### config.mk
export PLATFORM = sky130hd
export DESIGN_NAME = msort_cell
export DESIGN_NICKNAME = d
export VERILOG_FILES = /design/src/design/merge_insertion_sorter_macros.svh /design/src/design/msort_pkg.sv /design/src/design/msort_cell.sv
export SDC_FILE = /design/constraint.sdc
export NUM_CORES = 1
export LEC_CHECK = 0
export ABC_AREA = 1
export ABC_CLOCK_PERIOD_IN_PS = 4700
export BUFFER_PORTS_ARGS = -buffer_cell sky130_fd_sc_hd__buf_2
export CELL_PAD_IN_SITES_DETAIL_PLACEMENT = 1
export CELL_PAD_IN_SITES_GLOBAL_PLACEMENT = 1
export CORE_UTILIZATION = 35
export CTS_CLUSTER_SIZE = 25
export DETAILED_ROUTE_END_ITERATION = 10
export PLACE_DENSITY = 0.85
export SETUP_SLACK_MARGIN = 0.05
export SLEW_MARGIN = 10
export SYNTH_ARGS = -nofsm -noshare
export SYNTH_HDL_FRONTEND = slang
export SYNTH_SLANG_ARGS = --single-unit
### constraint.sdc
create_clock -name clk_i -period 4.7 [get_ports clk_i]
set_input_delay 0 -clock clk_i [delete_from_list [all_inputs] [get_ports clk_i]]
set_output_delay 0 -clock clk_i [all_outputs]
set_load 0.005 [all_outputs]
### src/design/merge_insertion_sorter_macros.svh
// Assertion macros for the merge insertion sorter.
`ifndef MERGE_INSERTION_SORTER_MACROS_SVH
`define MERGE_INSERTION_SORTER_MACROS_SVH

`ifndef SYNTHESIS
`define MSORT_ASSERT(label, prop) \
  label: assert property (@(posedge clk_i) disable iff (!rst_ni) (prop)) \
    else $error("merge_insertion_sorter: assertion failed");
`define MSORT_ASSERT_ALWAYS(label, prop) \
  label: assert property (@(posedge clk_i) (prop)) \
    else $error("merge_insertion_sorter: assertion failed");
`else
`define MSORT_ASSERT(label, prop)
`define MSORT_ASSERT_ALWAYS(label, prop)
`endif

`endif

### src/design/msort_pkg.sv
// Shared constants and types for the merge insertion sorter.
package msort_pkg;

  localparam int unsigned DEF_CAPACITY = 64;
  localparam int unsigned VAL_W        = 31;
  localparam int unsigned TDATA_W      = 32;

  localparam logic ST_FILL  = 1'b0;
  localparam logic ST_DRAIN = 1'b1;

  typedef struct packed {
    logic insert;
    logic drain;
  } cell_ctrl_t;

endpackage

### src/design/msort_cell.sv
// One cell of the sorting chain: holds a single value and trades it with its neighbours.
module msort_cell (
  input  logic                           clk_i,
  input  msort_pkg::cell_ctrl_t          ctrl_i,
  input  logic [msort_pkg::VAL_W-1:0]    in_val_i,
  input  logic                           occupied_i,
  input  logic                           prev_take_i,
  input  logic [msort_pkg::VAL_W-1:0]    prev_val_i,
  input  logic [msort_pkg::VAL_W-1:0]    next_val_i,
  output logic                           take_o,
  output logic [msort_pkg::VAL_W-1:0]    val_o
);
  import msort_pkg::*;

  logic [VAL_W-1:0] val_q, val_d;

  // An empty cell counts as larger than anything.
  assign take_o = !occupied_i || (in_val_i < val_q);

  always_comb begin
    val_d = val_q;
    if (ctrl_i.insert && take_o) begin
      val_d = prev_take_i ? prev_val_i : in_val_i;
    end else if (ctrl_i.drain) begin
      val_d = next_val_i;
    end
  end

  always_ff @(posedge clk_i) begin
    val_q <= val_d;
  end

  assign val_o = val_q;

endmodule

==> results of run 1 <==
repair_timing:
item	in CTS	in global routing
gates resized for setup	0	0
endpoints found under the setup margin	0	0
hold buffers	17	0
hold endpoints to repair	17	0
per-layer routing:
metal	vias to the layer above	share of wire	GRT usage
met5	-	0	0
met4	0	0.012	0.0664
met3	8	0.042	0.0212
met2	90	0.53	0.411
met1	1205	0.42	0.237
li1	1328	-	-
logic make-up (layout without fill, tap and decap cells):
group                    count (synthesis)  count (layout)  synth area share
AND/OR/NAND/NOR                        158             158             0.259
buffers and inverters                   59             201            0.0973
flip-flops                              31              31             0.350
adder cells (fa/ha/maj)                 30              30             0.141
multiplexers                            30              30             0.127
AO/OA/AOI/OAI                           13              13            0.0263
power breakdown:
group          total (uW)  leakage [uW]  switching (uW)  internal, uW
combinational         339       0.00162             186           153
sequential            376      0.000318            20.5           355
clock                 203     0.0000422            98.9           104
total                 917       0.00198             305           612
path summary, 6_finish.rpt:
path                       start   endpoint  slack [ps]  depth (start not counted)
hold / removal    next_val_i[29]  val_o[29]           4                          3
setup / recovery       val_o[24]   val_o[7]        1830                         14
setup reg to reg       val_o[24]   val_o[7]        1830                         14
hold reg to reg         val_o[0]  val_o[10]        1460                         12
tightest hold or removal path, stage by stage:
cell and delay (ps):
buf_2 80, nand2_1 40, nand2_1 50
cell usage in the layout (no fill, tap or decap), types with 5 or more instances in the layout:
| cell | n |
|---|---|
| inv_1 | 46 |
| edfxtp_1 | 31 |
| a21oi_1 | 10 |
| ha_1 | 30 |
| nand2_1 | 101 |
| clkbuf_8 | 5 |
| nand3_1 | 33 |
| nand2_2 | 11 |
| buf_2 | 129 |
| nor2_1 | 10 |
| dlygate4sd3_1 | 17 |
| mux2_2 | 30 |
final cells by class:
cell class                 instances  area, sq um  share of cell area
timing repair buffer             147          823               0.228
inverter                          46          173              0.0479
multi-input combinational        231         1470               0.408
clock inverter                     1         5.00             0.00139
clock buffer                       7         76.3              0.0212
sequential                        31          931               0.258
tap                               99          124              0.0344
cells in the mapped netlist (all sizes together):
cell	count
a21oi	10
a21o	2
inv	46
clkbuf	5
buf	8
ha	30
edfxtp	31
mux2	30
nand2	114
nor2	10
nand3	33
and2	1
o21ai	1
through the flow:
stage	setup WS, ps	hold WS, ps	power, uW	area, sq um	util
global route	1580	8.50	990	3600	0.494
detailed placement	1810	273	713	3350	0.460
CTS	1790	2.08	930	3600	0.494
floorplan	2130	173	578	2660	-
finish	1830	4.31	917	3600	0.494
global placement	1940	268	689	3350	0.460
==> results.json, run 1 <==
{
  "critPathSlowestCell": "edfxtp_1",
  "synth_warnings": 0,
  "hold_path.class": "input port to flip-flop",
  "setup_tns_ps": 0,
  "cts_buffers": 5,
  "skew_ps": 3.41,
  "portBuffers": 129,
  "rsz0062_at_grt": "false",
  "final_antenna_net_count": 0,
  "crit_type": "flip-flop to flip-flop",
  "ys_types": 18,
  "cts_setup_buffers": 0,
  "antenna_found_initial": 0,
  "maxCapViolCount": 0,
  "arrival_ps": 2800,
  "grt_overflow": 0,
  "max_freq_ghz": 0.348,
  "yosysTopAreaCell": "edfxtp_1",
  "clock_sinks": 31,
  "place_congestion": 0.825,
  "critPathTopFamily": "simple AND/OR/NAND/NOR gates",
  "power.density_mw_per_mm2": 255,
  "clk_pin_slew_worst_paths_ps": 70,
  "setup_viol": 0,
  "p_leak_uw": 0.00198,
  "slew_violations": 0,
  "grt_pass1_vias": 2782,
  "track_usage": 0.210,
  "status": "finished clean",
  "dpl.hpwl_microns": 6440,
  "syn_area_per_cell_sq_um": 8.29,
  "critPathLaunchType": "flip-flop",
  "fin_nets": 590,
  "crit_chain": "inv_1, ha_1, nand2_1, nand2_1, nand2_1, nand2_1, nand2_1, nand2_1, a21oi_1, nand2_2, nand2_4, nand2_8, nand2_1, buf_4",
  "clock_latency_ps": 270,
  "num-fill-cells": 966,
  "path_max_fanout": 33,
  "hold_violations": 0,
  "final_layout_size_suffix_gt1_frac": 0.387,
  "relSlewSlack": 0.474,
  "final_cell_count_no_fill": 562,
  "dr.pass1.iters": 4,
  "initial_utilization": 0.365,
  "largest_reg_flops": 31,
  "syn2layout_area_growth_pct": 35.4,
  "dp_cells": 537,
  "avgRoutedWirePerCell_microns": 14.6,
  "ys_seq_elements": 31,
  "die_w_microns": 89.2,
  "antenna_cells": 0,
  "fin_crit_sh": 0.612,
  "clk_path_buf_depth": 2,
  "ir_worst_vdd_mv": 0.0988,
  "rows": 31,
  "cp_common_cell": "nand2_1",
  "cp-end-kind": "flip-flop",
  "grt_pass1_wl_microns": 12500,
  "h-tree-depth": 2,
  "cts_tree": "done",
  "synth_cells": 321,
  "drc": 0,
  "yosysSeqAreaShare": 0.350,
  "die-area_sq_mm": 0.00796,
  "finalCriticalPeriod_ps": 2870,
  "via_per_inst": 4.68,
  "dr.first_iter.drc_count": 47,
  "yosysTopAreaCellShare": 0.350,
  "via_count": 2631,
  "max_slew.worst_pin.slew_ps": 788,
  "slowest_delay_ps": 410,
  "cts-root-buf": "clkbuf_8",
  "die_y_microns": 89.2,
  "synth.cell_area_sq_mm": 0.00266,
  "synth.area.top_cells": "edfxtp_1 35%, nand2_1 14%, ha_1 14%",
  "ios": 130,
  "crit_buf_inv": 2,
  "grt_max_degree": 34,
  "synth_nets": 449,
  "required_ps": 4630,
  "core_area_sq_mm": 0.00729,
  "routed_wirelength_microns": 8190
}
Note: power is estimated with default switching activity, not from simulation.
==> run 2: changes to the inputs <==
- ABC_AREA: 1 -> 0
- ABC_CLOCK_PERIOD_IN_PS: 4700 -> 2840
- CORE_UTILIZATION: 35 -> 36
- PLACE_DENSITY: 0.85 -> 0.8
- clock period: 4.7 -> 2.84 ns (I/O delays scaled with it)
==> run 2 against run 1 <==
  * First-iteration DRC count increased to 3.3 times the previous value
  * Combinational power rose to 2.8 times the previous value
  * Die area up 29%
  * Worst hold slack improved by 55 ps
  * Via count up 50%
  * Utilization fell by 2.7 points
==> results.json, run 2 <==
{
  "cts-root-buf": "clkbuf_8",
  "ff2ff_path_depth": 9,
  "power_switching_share": 0.411,
  "ys_seq_elements": 31,
  "synth.cell_area_sq_mm": 0.00354,
  "grt_pass1_wl_microns": 20100,
  "via_count": 3942,
  "dr.pass1.iters": 4,
  "ios": 130,
  "r2r-end": "val_o[1]",
  "clock_sinks": 31,
  "synth.area.top_cells": "edfxtp_1 26%, ha_1 11%, mux2_2 9.9%",
  "crit_end": "take_o",
  "final_antenna_net_count": 0,
  "skew_ps": 7.15,
  "max_freq_ghz": 0.391,
  "slew_violations": 0,
  "required_ps": 2840,
  "fin_crit_sh": 0.901,
  "synth_nets": 566,
  "sequentialPowerShare": 0.339,
  "p_int_uw": 1160,
  "switching_power_uw": 808,
  "final_layout_size_suffix_gt1_frac": 0.336,
  "yosysTopAreaCell": "edfxtp_1",
  "via_per_inst": 5.82,
  "die_y_microns": 101,
  "dpl.hpwl_microns": 9110,
  "setup_viol": 0,
  "die-area_sq_mm": 0.0102,
  "portBuffers": 129,
  "synthArstFlopShare": 0,
  "ys_types": 27,
  "initial_utilization": 0.378,
  "h-tree-depth": 2,
  "grt_pass1_vias": 4174,
  "timing.hold.ws_ps": 59.4,
  "max_slew.worst_pin.slew_ps": 768,
  "clkPwrFrac": 0.176,
  "largest_reg_flops": 31,
  "synth_ff_type": "edfxtp_1",
  "syn2layout_area_growth_pct": 23.7,
  "antenna_found_initial": 0,
  "crit_start": "val_o[29]",
  "num-fill-cells": 1211,
  "grt_overflow": 0,
  "core_area_sq_mm": 0.00937,
  "final_util": 0.467,
  "synth_cells": 438,
  "cts_tree": "done",
  "hold_violations": 0,
  "relSlewSlack": 0.488,
  "rsz0062_at_grt": "false",
  "crit_type": "flip-flop to primary output",
  "routed_wirelength_microns": 12500,
  "critPathLaunchType": "flip-flop",
  "antenna_cells": 0,
  "yosysSeqAreaShare": 0.263,
  "fin_nets": 676,
  "p_leak_uw": 0.00200,
  "mostFrequentLayoutCell": "buf_2",
  "place_congestion": 0.814,
  "cts_buffers": 5,
  "ir_worst_vdd_mv": 0.169,
  "combinationalPowerShare": 0.485,
  "rrSetupSlack_ps": 310,
  "arrival_ps": 2560,
  "grt_max_degree": 64,
  "power.density_mw_per_mm2": 449,
  "drc": 0,
  "yosysTopAreaCellShare": 0.263,
  "cp-end-kind": "primary output",
  "clk_pin_slew_worst_paths_ps": 80,
  "clk_path_buf_depth": 2,
  "hold_path.class": "input port to flip-flop",
  "synth_warnings": 0,
  "path_max_fanout": 25,
  "mostFrequentLayoutCells": "129 x buf_2, 63 x inv_1, 38 x o21ai_0, 37 x nand4_1",
  "dr.first_iter.drc_count": 153,
  "maxCapViolCount": 0,
  "power_uw": 1970,
  "synth_edf_count": 31,
  "die_w_microns": 101,
  "status": "finished clean",
  "synthTopCellsByCount": "63 x inv_1, 38 x o21ai_0, 37 x nand4_1",
  "rr_startpoint": "val_o[2]",
  "track_usage": 0.250,
  "cts.hold.buffers_added": 0,
  "clock_latency_ps": 290,
  "avgRoutedWirePerCell_microns": 18.4,
  "syn_area_per_cell_sq_um": 8.08,
  "post-synth-top-count-cell": "inv_1",
  "finalCriticalPeriod_ps": 2560,
  "rows": 35
}
[run 2: cell types whose count changed in the layout (fill, tap and decap cells not counted), sizes merged, moves of 6 or more]
cell	change
nand2	-104
nand4	+37
o21ai	+37
nand2b	+32
a31oi	+31
o2111ai	+31
dlygate4sd3	-17
inv	+17
buf	+13
a21oi	+6
[run 2: final cells by class]
type                            count  area [sq um]  share of cell area
Multi-Input combinational cell    304          2210               0.505
Sequential cell                    31           931               0.213
Timing Repair Buffer              143           763               0.174
Inverter                           63           236              0.0540
Tap cell                          129           161              0.0369
Clock buffer                        5          68.8              0.0157
Clock inverter                      2          8.76             0.00200
[run 2: cell families after synthesis]
group | after synthesis | share of synthesized area
compound gates | 122 | 0.222
fa+ha+maj | 30 | 0.106
buf+inv | 103 | 0.119
flops | 31 | 0.263
mux | 31 | 0.0986
simple gates | 121 | 0.192
[run 2: worst max-delay path, stage by stage (launching register included)]
cell,delay [ps]
edfxtp_1,410
inv_1,70
ha_1,250
nand4_1,200
nor3_1,80
a221o_1,360
or2_4,320
buf_12,180
o21ai_0,230
buf_2,160
[run 2: per-layer routing]
layer / GRT usage / routed length [microns]
met1: 0.298 / 5010
met2: 0.454 / 6470
met3: 0.0359 / 710
met4: 0.0970 / 272
met5: 0 / 0
[run 2: what timing repair did]
item                       4_1_cts  5_1_grt
setup endpoints to repair        0        1
buffers inserted                 0        0
gates resized for setup          0        1
[run 2: worst min-delay path by stage]
| stage | start | to | slack, ps | cells after the start |
|---|---|---|---|---|
| after CTS | next_val_i[15] | val_o[15] | 60 | 3 |
| after global routing | next_val_i[23] | val_o[23] | 80 | 3 |
| after detailed placement | next_val_i[15] | val_o[15] | 360 | 3 |
| after floorplan | next_val_i[30] | val_o[30] | 230 | 2 |
| final | next_val_i[15] | val_o[15] | 60 | 3 |
| after global placement | next_val_i[7] | val_o[7] | 350 | 3 |
[run 2: metrics by stage]
step                      cells  TNS (ps)  area, sq um  setup slack, ps
after floorplan             438    -17230         3540             -556
after global placement      670         0         4300              319
after detailed placement    670         0         4300              279
after CTS                   677         0         4380              120
after global routing        677         0         4380              118
final                       677         0         4380              280
[run 2: power groups by stage]
stage,Combinational [uW],Sequential (uW),Clock [uW]
global route,1060,678,360
finish,953,667,347
floorplan,543,679,0
detailed placement,948,679,0
CTS,953,669,345
global placement,903,676,0
